**src/rtl/mvm_pkg.sv**
```systemverilog
// Shared types and constants for the matrix-vector multiply core.
// Holds the beat structs, controller state enum and command/status bundles.
// No dependencies.
package mvm_pkg;

  localparam int MAX_COLUMNS   = 256;
  localparam int ELEMENT_BITS  = 16;
  localparam int ACC_BITS      = 40;
  localparam int ROW_BITS      = 16;
  localparam int INDEX_BITS    = 8;
  localparam int PROD_BITS     = 2 * ELEMENT_BITS;
  localparam int COL_BITS      = $clog2(MAX_COLUMNS);
  localparam int COUNT_BITS    = $clog2(MAX_COLUMNS + 1);
  localparam int CFG_ADDR_BITS = 3;
  localparam int CFG_DATA_BITS = 32;

  localparam logic [COUNT_BITS-1:0] COLUMNS_RESET = COUNT_BITS'(MAX_COLUMNS);

  // Register index, taken from the word address
  localparam logic REG_COLUMNS_IN_USE = 1'b0;

  // Input beat kinds
  localparam logic KIND_VECTOR = 1'b0;
  localparam logic KIND_MATRIX = 1'b1;

  typedef struct packed {
    logic                           kind;
    logic        [INDEX_BITS-1:0]   element_index;
    logic signed [ELEMENT_BITS-1:0] element_value;
    logic                           final_row;
  } in_beat_t;

  typedef struct packed {
    logic signed [ACC_BITS-1:0] row_sum;
    logic        [ROW_BITS-1:0] row_number;
    logic                       last;
  } out_beat_t;

  typedef enum logic [1:0] {
    S_IDLE,
    S_MUL,
    S_ACC,
    S_EMIT
  } state_t;

  typedef struct packed {
    logic capture;   // latch the accepted beat
    logic ram_we;    // write vector entry
    logic mul_en;    // register the product
    logic acc_en;    // add product into the row sum
    logic col_adv;   // step to the next column
    logic emit;      // load result register, restart the row
  } ctrl_cmd_t;

  typedef struct packed {
    logic in_kind;
    logic row_done;
  } dp_status_t;

endpackage

```
**src/rtl/mvm_ram.sv**
```systemverilog
// Generic single-port RAM with registered read data.
// Standalone; no package dependency.
module mvm_ram #(
  parameter int WIDTH = 16,
  parameter int DEPTH = 256
) (
  input  logic                     clk,
  input  logic                     we,
  input  logic [$clog2(DEPTH)-1:0] addr,
  input  logic [WIDTH-1:0]         wdata,
  output logic [WIDTH-1:0]         rdata_r
);

  logic [WIDTH-1:0] mem [DEPTH];

  always_ff @(posedge clk) begin
    if (we) begin
      mem[addr] <= wdata;
    end
    rdata_r <= mem[addr];
  end

endmodule

```
**src/rtl/mvm_datapath.sv**
```systemverilog
// Datapath for the matrix-vector multiply core: vector store, multiplier,
// row accumulator, counters and the result register. Depends on mvm_pkg, mvm_ram.
module mvm_datapath (
  input  logic                              clk,
  input  logic                              rst_n,
  input  mvm_pkg::in_beat_t                 in_data,
  input  logic [mvm_pkg::COUNT_BITS-1:0]    eff_columns,
  input  mvm_pkg::ctrl_cmd_t                cmd,
  output mvm_pkg::dp_status_t               status,
  output mvm_pkg::out_beat_t                out_data
);

  logic signed [mvm_pkg::ELEMENT_BITS-1:0] val_r;
  logic                                    fin_r;
  logic signed [mvm_pkg::PROD_BITS-1:0]    prod_r;
  logic signed [mvm_pkg::ACC_BITS-1:0]     acc_r, acc_nxt;
  logic        [mvm_pkg::COL_BITS-1:0]     col_r, col_nxt;
  logic        [mvm_pkg::ROW_BITS-1:0]     row_r, row_nxt;
  mvm_pkg::out_beat_t                      out_r;
  logic        [mvm_pkg::COL_BITS-1:0]     ram_addr;
  logic        [mvm_pkg::ELEMENT_BITS-1:0] ram_rdata;

  assign ram_addr = cmd.ram_we ? in_data.element_index[mvm_pkg::COL_BITS-1:0] : col_r;

  mvm_ram #(
    .WIDTH (mvm_pkg::ELEMENT_BITS),
    .DEPTH (mvm_pkg::MAX_COLUMNS)
  ) u_vec_ram (
    .clk     (clk),
    .we      (cmd.ram_we),
    .addr    (ram_addr),
    .wdata   (in_data.element_value),
    .rdata_r (ram_rdata)
  );

  assign status.in_kind  = in_data.kind;
  assign status.row_done = ({1'b0, col_r} + mvm_pkg::COUNT_BITS'(1)) >= eff_columns;

  always_comb begin
    acc_nxt = acc_r;
    col_nxt = col_r;
    row_nxt = row_r;
    if (cmd.acc_en) begin
      acc_nxt = acc_r + {{(mvm_pkg::ACC_BITS - mvm_pkg::PROD_BITS){prod_r[mvm_pkg::PROD_BITS-1]}},
                         prod_r};
    end
    if (cmd.col_adv) begin
      col_nxt = col_r + mvm_pkg::COL_BITS'(1);
    end
    if (cmd.emit) begin
      acc_nxt = '0;
      col_nxt = '0;
      row_nxt = fin_r ? '0 : row_r + mvm_pkg::ROW_BITS'(1);
    end
  end

  always_ff @(posedge clk) begin
    if (!rst_n) begin
      acc_r <= '0;
      col_r <= '0;
      row_r <= '0;
    end else begin
      acc_r <= acc_nxt;
      col_r <= col_nxt;
      row_r <= row_nxt;
    end
  end

  always_ff @(posedge clk) begin
    if (cmd.capture) begin
      val_r <= in_data.element_value;
      fin_r <= in_data.final_row;
    end
    if (cmd.mul_en) begin
      prod_r <= val_r * $signed(ram_rdata);
    end
    if (cmd.emit) begin
      out_r.row_sum    <= acc_r;
      out_r.row_number <= row_r;
      out_r.last       <= fin_r;
    end
  end

  assign out_data = out_r;

  // Row restart leaves a clean accumulator and column count
  a_emit_clears: assert property (@(posedge clk) disable iff (!rst_n)
    cmd.emit |=> (acc_r == '0 && col_r == '0))
    else $error("row state not cleared after result");

  // A final-row result restarts row numbering
  a_last_restarts: assert property (@(posedge clk) disable iff (!rst_n)
    (cmd.emit && fin_r) |=> (row_r == '0))
    else $error("row counter not restarted after last row");

endmodule

```
**config.mk**
```make
export PLATFORM = sky130hd
export DESIGN_NAME = mvm_datapath
export DESIGN_NICKNAME = d
export VERILOG_FILES = /design/src/rtl/mvm_pkg.sv /design/src/rtl/mvm_ram.sv /design/src/rtl/mvm_datapath.sv
export SDC_FILE = /design/constraint.sdc
export NUM_CORES = 2
export LEC_CHECK = 0
export BUFFER_PORTS_ARGS = -buffer_cell sky130_fd_sc_hd__buf_2
export CAP_MARGIN = 20
export CORE_ASPECT_RATIO = 1.2
export CORE_MARGIN = 4
export CORE_UTILIZATION = 57
export CTS_CLUSTER_DIAMETER = 60
export DETAILED_ROUTE_END_ITERATION = 6
export PLACE_DENSITY_LB_ADDON = 0.05
export SYNTH_ARGS = -nofsm -noshare
export SYNTH_HDL_FRONTEND = slang
export SYNTH_SLANG_ARGS = --single-unit
export TNS_END_PERCENT = 20
```
**constraint.sdc**
```tcl
create_clock -name clk -period 6.05 [get_ports clk]
set_input_delay 1.21 -clock clk [delete_from_list [all_inputs] [get_ports clk]]
set_output_delay 1.21 -clock clk [all_outputs]
set_load 0.1 [all_outputs]
```
==> impl_metrics.tcl <==
set metrics [dict create \
    start_util_pct 57.31 \
    dr.max_layer_used "met5" \
    critPathMaxFanout 4 \
    crit_chain "buf_6, and2_4, fa_1, inv_1, fa_2, fa_2, fa_1, inv_1, fa_1, fa_1, ha_4, a21o_1, a21o_1, a211oi_2, o21ai_2, a221oi_2, buf_4, nor3_1, nor3_1, a21oi_1, xor2_1" \
    slowest_delay_ns 0.54 \
    met2WireLength_mm 235.3 \
    min_path_type "register to register" \
    drt-total-wl_mm 471.2 \
    drtIter0Drc 11462 \
    pin_count 102 \
    crit_slowest_cell "fa_1" \
    grt_max_degree 162 \
    area_growth_pct 13.68 \
    crit_buf_inv 4 \
    overflow 0 \
    yosysTopAreaCellShare_pct 72.79 \
    ys.flop_type "edfxtp_1" \
    clockRootBuffer "clkbuf_16" \
    grt_pass1_wl_mm 671.9 \
    syn-instance-count 8513 \
    coreArea_um2 302500 \
    hold_viol 0 \
    gp_congestion 0.8848 \
    dieHeight_um 612.1 \
    syn-cell-area_um2 173400 \
    nets 9718 \
    ys_ff_latch 4282 \
    maxSlewHeadroom_pct 15.82 \
    ir_drop_mv 1.331 \
    min_path_cells 0 \
    grt_pass1_vias 90475 \
    seq_area_um2 127800 \
    vias 89048 \
    synth_common_cells "edfxtp_1, mux4_2, a22oi_1" \
    cap_violations 0 \
    dieArea_um2 313100 \
    clkTransAtPathRegs_ns 0.06 \
    ys_seq_area_share_pct 73.71 \
    leakage_nw 63.94 \
    crit_family "adder cells" \
    track_usage_pct 30.16 \
    cts_max_path_buffers 4 \
    syn_nets 8951 \
    drt_first_pass_iters 6 \
    htree_levels 5 \
    avgRoutedWirePerCell_um 34.55 \
    num_rows 221 \
    reg2reg_depth 21 \
    drc 0 \
    cts.sinks 4282 \
    cp-start-kind "register" \
    rsz0062_at_grt "true" \
    finalCritPeriodShare_pct 99.24 \
    worst_pin_slew_ns 1.263 \
    worst-path-stages 21 \
    required_ns 6.68 \
    die_w_um 511.4 \
    critPathMostFrequentCell "fa_1" \
    cts_tree "yes" \
    clock.fmax_ghz 0.1666 \
    end_kind "register" \
    antenna_found_initial 29 \
    numCtsBuffers 418 \
    min_period_ns 6.004 \
    status "finished clean" \
    yosys_warnings 0 \
    drive_gt1_share_pct 27.03 \
    power_w 0.08097 \
    utilization_pct 65.15 \
    finClkSkew_ns 0.06880 \
    async_reset_ff_share_pct 0 \
    fin_tns_setup_ns 0 \
    synth_top_area_cell "edfxtp_1" \
    wl_met3_mm 37.43 \
    ant_nets 0 \
    slew_violations 0 \
    netlist_top_cells_area "edfxtp_1, mux4_2, fa_1" \
    wl_met1_mm 176.7 \
    post-dp-hpwl_mm 292.9 \
    p_per_area_nw_per_um2 410.9 \
    synthDistinctLibCells 67 \
    critPathKind "register to register" \
    place.port_buffers 99 \
    setup_viol 0 \
    cp.arrival_ns 6.63 \
    fill_cells 20230 \
    clk_latency_ns 0.94 \
    vias_per_cell 6.528 \
    synth_edf_count 4202 \
    avgSynthCellArea_um2 20.36 \
    multiInputGateArea_um2 42720 \
    synthMostInstantiatedCell "edfxtp_1" \
]
state kept, by name (all words and copies together), names as in the netlist:
| name | count |
|---|---|
| row_r | 16 |
| fin_r | 1 |
| prod_r | 32 |
| out_data | 57 |
| u_vec_ram.rdata_r | 16 |
| acc_r | 40 |
| u_vec_ram.mem | 4096 |
| col_r | 8 |
| val_r | 16 |
cells in the final DEF, fill, tap and decap left out, drive strengths merged, types with 27 or more instances in the layout:
master  count
clkinv    166
nand3      34
bufinv     39
mux4     1024
inv       324
clkbuf    514
xor2       32
xnor2      58
nand2     218
fa        263
nor4       35
a21oi     316
dfxtp      80
a21o       45
buf       815
a22oi     512
and2      127
mux2i      27
nor3       30
edfxtp   4202
ha        132
o21ai      49
nor2      342
report_power, final:
group / internal, W / switching (W) / total, W / leakage, nW
Sequential: 0.0335 / 0.000205 / 0.0337 / 38.5
Combinational: 0.0100 / 0.0116 / 0.0217 / 18.9
Clock: 0.0145 / 0.0110 / 0.0256 / 6.48
Total: 0.0581 / 0.0229 / 0.0810 / 63.9
per-layer routing:
metal | global-route usage (%) | vias to the layer above
li1 | - | 36265
met1 | 41.13 | 47773
met2 | 49.75 | 4219
met3 | 4.831 | 777
met4 | 11.67 | 14
met5 | 0 | -
what timing repair did:
| item | 4_1_cts | 5_1_grt |
|---|---|---|
| resized for setup | 34 | 20 |
| buffers inserted | 6 | 6 |
| pin swaps | 21 | 26 |
| endpoints found under the setup margin | 8 | 11 |
| hold buffers | 0 | 0 |
through the flow:
stage / std cells / setup WS, ns / area (µm²) / hold slack [ns]
2_1_floorplan: 8513 / 0.003026 / 173400 / 0.4280
3_3_place_gp: 12860 / -0.2509 / 183400 / 0.4440
3_5_place_dp: 12861 / -0.3410 / 183400 / 0.4407
4_1_cts: 13618 / 0.001723 / 196900 / 0.3820
5_1_grt: 13629 / -0.1905 / 197000 / 0.4071
6_report: 13641 / 0.04604 / 197100 / 0.4507
path summary, 6_finish.rpt:
kind         startpoint            to  slack (ns)
max            val_r[7]    prod_r[30]        0.05
max reg2reg    val_r[7]    prod_r[30]        0.05
min reg2reg   row_r[15]  out_data[16]        0.45
min           row_r[15]  out_data[16]        0.45
cells by family after synthesis:
family	synth area share, %
multiplexers	13.47
XOR/XNOR	0.4547
adder cells (fa/ha/maj)	3.990
AND/OR/NAND/NOR	2.354
AO/OA/AOI/OAI	3.999
buffers and inverters	2.027
flip-flops	73.71
cell type report:
type / count / area share (%)
Antenna cell: 16 / 0.02032
Clock buffer: 514 / 5.544
Clock inverter: 237 / 1.212
Inverter: 307 / 0.5847
Multi-Input combinational cell: 3456 / 21.68
Sequential cell: 4282 / 64.85
Tap cell: 4014 / 2.548
Timing Repair Buffer: 815 / 3.562
Note: power is estimated with default switching activity, not from simulation.
