File: config.mk
export PLATFORM = sky130hd
export DESIGN_NAME = mvm_ctrl
export DESIGN_NICKNAME = d
export VERILOG_FILES = /design/src/rtl/mvm_pkg.sv /design/src/rtl/mvm_ctrl.sv
export SDC_FILE = /design/constraint.sdc
export NUM_CORES = 1
export LEC_CHECK = 0
export ABC_AREA = 1
export BUFFER_PORTS_ARGS = -buffer_cell sky130_fd_sc_hd__buf_4
export CAP_MARGIN = 5
export CORE_AREA = 4 4 41 43
export DETAILED_ROUTE_END_ITERATION = 7
export DIE_AREA = 0 0 45 47
export GPL_ROUTABILITY_DRIVEN = 0
export HOLD_SLACK_MARGIN = 0.03
export MAX_ROUTING_LAYER = met4
export PLACE_DENSITY = 0.46
export RECOVER_POWER = 100
export SYNTH_ARGS = -nofsm -noshare
export SYNTH_HDL_FRONTEND = slang
export SYNTH_SLANG_ARGS = --single-unit
File: constraint.sdc
create_clock -name clk -period 1.14 [get_ports clk]
set_input_delay 0.171 -clock clk [delete_from_list [all_inputs] [get_ports clk]]
set_output_delay 0.171 -clock clk [all_outputs]
set_load 0.005 [all_outputs]
File: src/rtl/mvm_pkg.sv
// Shared types and constants for the matrix-vector multiply core.
// Holds the beat structs, controller state enum and command/status bundles.
// No dependencies.
package mvm_pkg;

  localparam int MAX_COLUMNS   = 256;
  localparam int ELEMENT_BITS  = 16;
  localparam int ACC_BITS      = 40;
  localparam int ROW_BITS      = 16;
  localparam int INDEX_BITS    = 8;
  localparam int PROD_BITS     = 2 * ELEMENT_BITS;
  localparam int COL_BITS      = $clog2(MAX_COLUMNS);
  localparam int COUNT_BITS    = $clog2(MAX_COLUMNS + 1);
  localparam int CFG_ADDR_BITS = 3;
  localparam int CFG_DATA_BITS = 32;

  localparam logic [COUNT_BITS-1:0] COLUMNS_RESET = COUNT_BITS'(MAX_COLUMNS);

  // Register index, taken from the word address
  localparam logic REG_COLUMNS_IN_USE = 1'b0;

  // Input beat kinds
  localparam logic KIND_VECTOR = 1'b0;
  localparam logic KIND_MATRIX = 1'b1;

  typedef struct packed {
    logic                           kind;
    logic        [INDEX_BITS-1:0]   element_index;
    logic signed [ELEMENT_BITS-1:0] element_value;
    logic                           final_row;
  } in_beat_t;

  typedef struct packed {
    logic signed [ACC_BITS-1:0] row_sum;
    logic        [ROW_BITS-1:0] row_number;
    logic                       last;
  } out_beat_t;

  typedef enum logic [1:0] {
    S_IDLE,
    S_MUL,
    S_ACC,
    S_EMIT
  } state_t;

  typedef struct packed {
    logic capture;   // latch the accepted beat
    logic ram_we;    // write vector entry
    logic mul_en;    // register the product
    logic acc_en;    // add product into the row sum
    logic col_adv;   // step to the next column
    logic emit;      // load result register, restart the row
  } ctrl_cmd_t;

  typedef struct packed {
    logic in_kind;
    logic row_done;
  } dp_status_t;

endpackage

File: src/rtl/mvm_ctrl.sv
// Controller state machine for the matrix-vector multiply core.
// Depends on mvm_pkg; drives datapath commands and the result valid flag.
module mvm_ctrl (
  input  logic               clk,
  input  logic               rst_n,
  input  logic               in_valid,
  output logic               in_stall,
  output logic               out_valid,
  input  logic               out_stall,
  input  mvm_pkg::dp_status_t status,
  output mvm_pkg::ctrl_cmd_t  cmd
);

  mvm_pkg::state_t state_r, state_nxt;
  logic            out_valid_r, out_valid_nxt;
  logic            out_free;
  logic            in_accept;

  assign in_stall  = (state_r != mvm_pkg::S_IDLE);
  assign in_accept = in_valid && !in_stall;
  assign out_free  = !out_valid_r || !out_stall;
  assign out_valid = out_valid_r;

  always_comb begin
    state_nxt = state_r;
    unique case (state_r)
      mvm_pkg::S_IDLE: begin
        if (in_valid && status.in_kind == mvm_pkg::KIND_MATRIX) begin
          state_nxt = mvm_pkg::S_MUL;
        end
      end
      mvm_pkg::S_MUL: begin
        state_nxt = mvm_pkg::S_ACC;
      end
      mvm_pkg::S_ACC: begin
        state_nxt = status.row_done ? mvm_pkg::S_EMIT : mvm_pkg::S_IDLE;
      end
      mvm_pkg::S_EMIT: begin
        if (out_free) begin
          state_nxt = mvm_pkg::S_IDLE;
        end
      end
      default: state_nxt = mvm_pkg::S_IDLE;
    endcase
  end

  always_comb begin
    cmd = '0;
    unique case (state_r)
      mvm_pkg::S_IDLE: begin
        cmd.capture = in_accept;
        cmd.ram_we  = in_accept && (status.in_kind == mvm_pkg::KIND_VECTOR);
      end
      mvm_pkg::S_MUL: begin
        cmd.mul_en = 1'b1;
      end
      mvm_pkg::S_ACC: begin
        cmd.acc_en  = 1'b1;
        cmd.col_adv = !status.row_done;
      end
      mvm_pkg::S_EMIT: begin
        cmd.emit = out_free;
      end
      default: cmd = '0;
    endcase
  end

  always_comb begin
    out_valid_nxt = out_valid_r;
    if (cmd.emit) begin
      out_valid_nxt = 1'b1;
    end else if (!out_stall) begin
      out_valid_nxt = 1'b0;
    end
  end

  always_ff @(posedge clk) begin
    if (!rst_n) begin
      state_r     <= mvm_pkg::S_IDLE;
      out_valid_r <= 1'b0;
    end else begin
      state_r     <= state_nxt;
      out_valid_r <= out_valid_nxt;
    end
  end

  // A result is loaded only into a free or draining output slot
  a_emit_free: assert property (@(posedge clk) disable iff (!rst_n)
    cmd.emit |-> (!out_valid_r || !out_stall))
    else $error("result loaded over a held beat");

  // Multiply stage runs only right after a matrix beat was taken
  a_mul_after_accept: assert property (@(posedge clk) disable iff (!rst_n)
    (state_r == mvm_pkg::S_MUL) |->
      $past(in_valid && !in_stall && status.in_kind == mvm_pkg::KIND_MATRIX))
    else $error("multiply without a matrix beat");

  // An emitted result shows as valid on the next cycle
  a_emit_valid: assert property (@(posedge clk) disable iff (!rst_n)
    cmd.emit |=> out_valid_r)
    else $error("emitted result not presented");

endmodule

==> results of run 1 <==
layer usage:
layer / vias to the layer above / global-route usage [%] / routed length (microns)
met3: 0 / 3.83 / 57
met5: - / - / 0
met4: 0 / 3.51 / 0
li1: 129 / - / -
met2: 7 / 6.50 / 195
met1: 87 / 5.00 / 198
worst register-to-register path, stage by stage, from the launching register on:
cell                      delay, ns
sky130_fd_sc_hd__dfxtp_2       0.39
sky130_fd_sc_hd__nor2_4        0.06
sky130_fd_sc_hd__buf_4         0.12
sky130_fd_sc_hd__nand2_1       0.05
sky130_fd_sc_hd__nand3_1       0.07
sky130_fd_sc_hd__nand2_1       0.06
sky130_fd_sc_hd__inv_1         0.03
logic make-up after synthesis:
logic type / after synthesis / share of synthesized area, %
flops: 3 / 31.4
compound gates: 1 / 2.61
simple gates: 18 / 40.5
buf+inv: 12 / 25.5
state kept, by name, indices dropped and copies added (netlist names):
signal / cells
out_valid: 1
state_r: 2
timing repair:
item,in CTS,in global routing
pin swaps,1,0
endpoints found under the setup margin,4,2
gates resized for setup,3,4
setup buffers,1,0
Yosys cell counts:
cell type                  n  area [sq um]
sky130_fd_sc_hd__inv_1     9          33.8
sky130_fd_sc_hd__nand2_1   6          22.5
sky130_fd_sc_hd__nor2_1    6          22.5
sky130_fd_sc_hd__dfxtp_1   3          60.1
sky130_fd_sc_hd__nand2_2   2          12.5
sky130_fd_sc_hd__nand3_1   2          10.0
sky130_fd_sc_hd__nor3_1    2          10.0
sky130_fd_sc_hd__a21oi_1   1          5.00
sky130_fd_sc_hd__buf_4     1          7.51
sky130_fd_sc_hd__clkinv_1  1          3.75
sky130_fd_sc_hd__inv_2     1          3.75
final timing paths:
| check | from | end | slack [ns] | depth (start not counted) |
|---|---|---|---|---|
| setup reg to reg | state_r[0]$_SDFFE_PN0P_ | state_r[0]$_SDFFE_PN0P_ | 0.25 | 6 |
| setup / recovery | state_r[0]$_SDFFE_PN0P_ | cmd[4] | 0.003 | 4 |
| hold reg to reg | out_valid$_SDFFE_PN0P_ | out_valid$_SDFFE_PN0P_ | 0.47 | 2 |
| hold / removal | rst_n | state_r[0]$_SDFFE_PN0P_ | 0.13 | 3 |
area by class of cell:
type / instances / share of cell area [%]
multi-input combinational: 19 / 27.0
inverter: 11 / 11.7
timing repair buffer: 14 / 29.9
tap: 15 / 5.34
sequential: 3 / 18.5
clock buffer: 4 / 7.47
stage by stage:
step	worst slack, ns	instances
floorplan	0.269	34
global placement	0.164	61
detailed placement	0.153	61
CTS	-0.0651	66
global route	-0.0470	66
finish	0.00339	66
power by group through the flow:
| stage | registers (W) | logic [W] | clock network [W] |
|---|---|---|---|
| 5_1_grt | 0.000116 | 0.0000777 | 0.000196 |
| 3_5_place_dp | 0.000116 | 0.0000623 | 0 |
| 4_1_cts | 0.000116 | 0.0000674 | 0.000190 |
| 3_3_place_gp | 0.000116 | 0.0000628 | 0 |
| 2_1_floorplan | 0.000115 | 0.0000252 | 0 |
| 6_report | 0.000115 | 0.0000698 | 0.000182 |
==> reports/summary.log, run 1 <==
[worst_setup_path] startpoint-to-endpoint class of the critical path reg -> out
[route] total length of routed wires 451 microns
[power_and_ir_drop] share of power burned in registers 31.4%
[timing] worst-case clock skew 0.00171 ns
[floorplan] placeable core region 1300 sq um
[clock_tree] TritonCTS clock tree done
[floorplan] site row count 13
[route] Post-DRT Antenna Nets 0
[worst_setup_path] Worst setup SP type register
[layout] commonest non-fill, non-tap cells in the layout 14 x sky130_fd_sc_hd__buf_4, 8 x sky130_fd_sc_hd__inv_1, 6 x sky130_fd_sc_hd__nand2_1
[clock_tree] Clock Latency Late Sink 0.23 ns
[power_and_ir_drop] Lkg Pwr 0.219 nW
[layout] Layout Area Growth over Synthesis 83.7%
[power_and_ir_drop] Overall Power 0.000367 W
[logic_synthesis] number of distinct library cells after synthesis 11
[clock_tree] clock-pin slew on the worst setup and hold paths 0.04 ns
[clock_tree] CTS H-tree depth 1
[worst_setup_path] critical-path maximum fanout 6
[clock_tree] count of hold buffers inserted by post-cts repair 0
[power_and_ir_drop] Power per Cell Area 1040 nW/um^2
[timing] pin slew with the least headroom to its limit 0.165 ns
[layout] most frequent standard cell in the layout excluding fill and tap cells sky130_fd_sc_hd__buf_4
[route] first-pass iteration count of the detailed router 2
[worst_setup_path] sort of element at the end of the critical path output port
[worst_setup_path] series of cell instances along the critical path nor2_4 -> inv_2 -> nor3_2 -> buf_4
[timing] Final Cycle Share 99.7%
[worst_setup_path] Largest stage delay, worst path 0.35 ns
[layout] area of the multi-input gates 95.1 sq um
[route] first-iteration detailed-routing DRC count 6
[global_route] Remaining Overflow, GRT 0
[global_route] vias in the first global route 205
[place] Port-buffer cells 13
[place] Post-Place Cell Area 300 sq um
[timing] Relative slew margins 88.9%
[layout] Total Nets Final 58
[logic_synthesis] synthesized flop and latch total 3
[timing] max-slew violation total from the final report 0
[floorplan] initial cell density of the core 14.7%
[timing] total negative setup slack 0 ns
[layout] Storage cell area 65.1 sq um
[route] Via-to-Cell Ratio 3.38
[clock_tree] Clock Path Buffers 2
[floorplan] die boundary height 47 microns
[logic_synthesis] YS warnings 0
[layout] number of inserted diodes 0
[worst_setup_path] CP Buf/Inv Count 2
[run] max-cap violations 0
[clock_tree] number of CTS-inserted buffers 3
[layout] final cell utilization of the core 27.0%
[power_and_ir_drop] switching power as a share of total power 23.3%
[timing] worst hold slack across all endpoints 0.134 ns
[route] Remaining DRCs 0
[power_and_ir_drop] sw power 0.0000856 W
[place] post-detailed-placement half-perimeter wirelength 387 microns
[logic_synthesis] portion of the post-synthesis area used by sequential elements 31.4%
[timing] unrepaired setup endpoints after global routing yes
[clock_tree] TritonCTS sink count 3
[worst_hold_path] class of the worst hold path in -> reg
[logic_synthesis] Syn Std Cell Area 191 sq um
[power_and_ir_drop] combinational share of power 19.0%
[layout] ratio of cells with drive above 1 in the final layout 49.0%
[timing] shortest clock period the worst path allows after layout 1.14 ns
[logic_synthesis] Post-Synthesis Mean Instance Area 5.63 sq um
[global_route] overall fraction of global-route tracks in use 4.98%
[logic_synthesis] syn nets 40
[layout] fill cell instance count of the final layout 153
[layout] post-route cell area 352 sq um
[global_route] global-route wire length before repair 696 microns
[timing] highest clock frequency the design can meet 0.880 GHz
[global_route] initial antenna violation count 0
[worst_setup_path] family with the most delay on the worst path flip-flops
[floorplan] die extent in x 45 microns
[route] Vias 223
[floorplan] die area 2120 sq um
[logic_synthesis] Mapped Cells 34
[floorplan] boundary pin count 14
[timing] total of endpoints with negative setup slack in the final report 0
[route] WL per Instance 6.83 microns
[worst_setup_path] required time of the critical path 0.97 ns
[global_route] pin count of the biggest net entering global routing 7
[power_and_ir_drop] maximum vdd ir drop 0.289 mV
[timing] total count of hold-check failures in the final report 0
[worst_setup_path] WP data arrival 0.97 ns
[power_and_ir_drop] internal power 0.000282 W
[worst_setup_path] slowest library cell on the worst path sky130_fd_sc_hd__dfxtp_2
[power_and_ir_drop] fraction of power consumed by the clock network 49.5%
[status] status completed
[clock_tree] clk root buf sky130_fd_sc_hd__clkbuf_4
Note: power is estimated with default switching activity, not from simulation.
==> run 2: changes to the inputs <==
--- a/config.mk
+++ b/config.mk
@@ -8,9 +8,9 @@
 export ABC_AREA = 1
 export BUFFER_PORTS_ARGS = -buffer_cell sky130_fd_sc_hd__buf_4
 export CAP_MARGIN = 5
-export CORE_AREA = 4 4 41 43
+export CORE_AREA = 3 3 40 42
 export DETAILED_ROUTE_END_ITERATION = 7
-export DIE_AREA = 0 0 45 47
+export DIE_AREA = 0 0 43 45
 export GPL_ROUTABILITY_DRIVEN = 0
 export HOLD_SLACK_MARGIN = 0.03
 export MAX_ROUTING_LAYER = met4
==> run 2 against run 1 <==
  * The flow now finishes with violations (negative setup slack)
  * Total power grew 5.8%
  * Combinational power grew 30%
  * Maximum frequency shrank 2.4%
  * Clock skew shrank 0.0013 ns
  * Utilization grew 4.2 points
  * Sequential cell count is the same
  * Global-route usage grew 1.7 points
  * Register-to-register slack lost 0.02 ns
  * Non-clock buffer count grew 2
  * Critical path type unchanged
  * Largest cell class unchanged
  * Highest routed layer unchanged
==> reports/summary.log, run 2 (synthesized netlist as in run 1, its figures left out) <==
[timing] unrepaired setup endpoints after global routing yes [unchanged]
[clock_tree] number of CTS-inserted buffers 3 [unchanged]
[layout] commonest non-fill, non-tap cells in the layout 11 x sky130_fd_sc_hd__buf_4, 7 x sky130_fd_sc_hd__inv_1, 5 x sky130_fd_sc_hd__nand2_1, 5 x sky130_fd_sc_hd__clkbuf_4 [was 14 x sky130_fd_sc_hd__buf_4, 8 x sky130_fd_sc_hd__inv_1, 6 x sky130_fd_sc_hd__nand2_1]
[place] Port-buffer cells 13 [unchanged]
[layout] largest reg by FF count state_r [unchanged]
[clock_tree] Clock Path Buffers 2 [unchanged]
[power_and_ir_drop] maximum vdd ir drop 0.345 mV [was 0.289 mV]
[place] number of placed instances with taps included 61 [unchanged]
[layout] Layout Area Growth over Synthesis 110% [was 83.7%]
[global_route] vias in the first global route 256 [was 205]
[floorplan] site row count 13 [unchanged]
[power_and_ir_drop] Power per Cell Area 967 nW/um^2 [was 1040 nW/um^2]
[clock_tree] CTS H-tree depth 1 [unchanged]
[route] Vias 248 [was 223]
[floorplan] placeable core region 1280 sq um [was 1300 sq um]
[floorplan] initial cell density of the core 14.9% [was 14.7%]
[layout] post-route insts no fill 68 [was 66]
[global_route] initial antenna violation count 0 [unchanged]
[global_route] overall fraction of global-route tracks in use 6.68% [was 4.98%]
[global_route] met2 Resource Use GR 12.0% [was 6.50%]
[route] total length of routed wires 564 microns [was 451 microns]
[global_route] met3 track utilization from global routing 1.20% [was 3.83%]
[route] Remaining DRCs 0 [unchanged]
[clock_tree] TritonCTS clock tree done [unchanged]
[global_route] pin count of the biggest net entering global routing 6 [was 7]
[route] WL per Instance 8.29 microns [was 6.83 microns]
[floorplan] die boundary height 45 microns [was 47 microns]
[layout] final cell utilization of the core 31.3% [was 27.0%]
[worst_setup_path] critical-path maximum fanout 4 [was 6]
[route] Via-to-Cell Ratio 3.65 [was 3.38]
[global_route] global-route wire length before repair 862 microns [was 696 microns]
[worst_setup_path] WP data arrival 0.99 ns [was 0.97 ns]
[clock_tree] Clock Latency Late Sink 0.23 ns [about the same]
[status] failing checks negative setup slack
[route] Post-DRT Antenna Nets 0 [unchanged]
[floorplan] die extent in x 43 microns [was 45 microns]
[worst_setup_path] series of cell instances along the critical path buf_6 -> nor3_4 -> buf_4 [was nor2_4 -> inv_2 -> nor3_2 -> buf_4]
[floorplan] die area 1940 sq um [was 2120 sq um]
[run] max-cap violations 0 [unchanged]
[global_route] Remaining Overflow, GRT 0 [unchanged]
[worst_setup_path] Largest stage delay, worst path 0.36 ns [was 0.35 ns]
[clock_tree] TritonCTS sink count 3 [unchanged]
[layout] number of inserted diodes 0 [unchanged]
[timing] highest clock frequency the design can meet 0.859 GHz [was 0.880 GHz]
[worst_setup_path] startpoint-to-endpoint class of the critical path reg -> out [unchanged]
[worst_hold_path] class of the worst hold path in -> reg [unchanged]
[worst_setup_path] slowest library cell on the worst path sky130_fd_sc_hd__dfxtp_4 [was sky130_fd_sc_hd__dfxtp_2]
[clock_tree] clk root buf sky130_fd_sc_hd__clkbuf_4 [unchanged]
[global_route] GR peak layer met2 [unchanged]
[timing] Setup WS post-layout -0.0244 ns [was 0.00339 ns]
[route] first-iteration detailed-routing DRC count 1 [was 6]
[layout] ratio of cells with drive above 1 in the final layout 62.3% [was 49.0%]
[timing] max-slew violation total from the final report 0 [unchanged]
[timing] Relative slew margins 92.0% [was 88.9%]
[layout] number of flip-flops under the largest register name 2 [unchanged]
[worst_setup_path] required time of the critical path 0.97 ns [about the same]
[clock_tree] clock-pin slew on the worst setup and hold paths 0.03 ns [was 0.04 ns]
[place] pre-CTS worst setup slack 0.142 ns [was 0.153 ns]
[worst_setup_path] sort of element at the end of the critical path output port [unchanged]
[timing] total negative setup slack -0.0420 ns [was 0 ns]
[power_and_ir_drop] Overall Power 0.000388 W [was 0.000367 W]
[timing] total count of hold-check failures in the final report 0 [unchanged]
[timing] Final Cycle Share 102% [was 99.7%]
[global_route] GRT met1 Usage 4.80% [was 5.00%]
[route] first-pass iteration count of the detailed router 3 [was 2]
[worst_setup_path] Worst setup SP type register [unchanged]
[timing] shortest clock period the worst path allows after layout 1.16 ns [was 1.14 ns]
[timing] total of endpoints with negative setup slack in the final report 3 [was 0]
[status] status finished with violations [was completed]
[timing] worst-case clock skew 0.000397 ns [was 0.00171 ns]
[place] post-detailed-placement half-perimeter wirelength 425 microns [was 387 microns]
[power_and_ir_drop] Lkg Pwr 0.233 nW [was 0.219 nW]
[timing] pin slew with the least headroom to its limit 0.120 ns [was 0.165 ns]
[floorplan] boundary pin count 14 [unchanged]
[layout] most frequent standard cell in the layout excluding fill and tap cells sky130_fd_sc_hd__buf_4 [unchanged]
[layout] Total Nets Final 60 [was 58]
## run 2: changes by cell type in the layout (fill, tap and decap cells not counted), sizes merged
cell    before  now
clkbuf       4    6
## run 2: final timing paths
kind	start	to	slack (ns)	cells past startpoint
setup reg to reg	state_r[0]$_SDFFE_PN0P_	state_r[1]$_SDFFE_PN0P_	0.23	6
setup / recovery	state_r[0]$_SDFFE_PN0P_	cmd[1]	-0.02	3
hold reg to reg	out_valid$_SDFFE_PN0P_	out_valid$_SDFFE_PN0P_	0.48	2
hold / removal	rst_n	state_r[0]$_SDFFE_PN0P_	0.14	3
## run 2: where the power goes
part | switching, W | internal (W)
sequential | 0.00000676 | 0.000108
clock | 0.0000520 | 0.000131
combinational | 0.0000378 | 0.0000532
total | 0.0000966 | 0.000292
## run 2: cell type report
type	instances	area, sq um
fillers	149	883
repair buffers	16	131
clock buffers	4	26.3
flip-flops and latches	3	67.6
well taps	15	18.8
multi-input cells	19	116
inverters	11	41.3
## run 2: repair_timing
action                     CTS  global route
gates resized for setup     10             8
setup endpoints to repair    4             7
hold buffers                 0             0
pin swaps                    3             3
setup buffers                2             1
## run 2: critical path, delay by kind of cell, from the launching register on
kind | cells | cell delay [ns]
buffers and inverters | 2 | 0.25
AND/OR/NAND/NOR | 1 | 0.16
flip-flops | 1 | 0.36
## run 2: through the flow
step	instance area (sq um)	hold WS, ns
final	402	0.141
after global routing	402	0.163
after CTS	370	0.137
after detailed placement	300	0.380
after global placement	300	0.369
after floorplan	191	0.269
## run 2: layer usage
metal,vias up,share of wire [%]
met1,109,32
met5,-,0
met2,7,60
met4,0,0
li1,132,-
met3,0,7.3
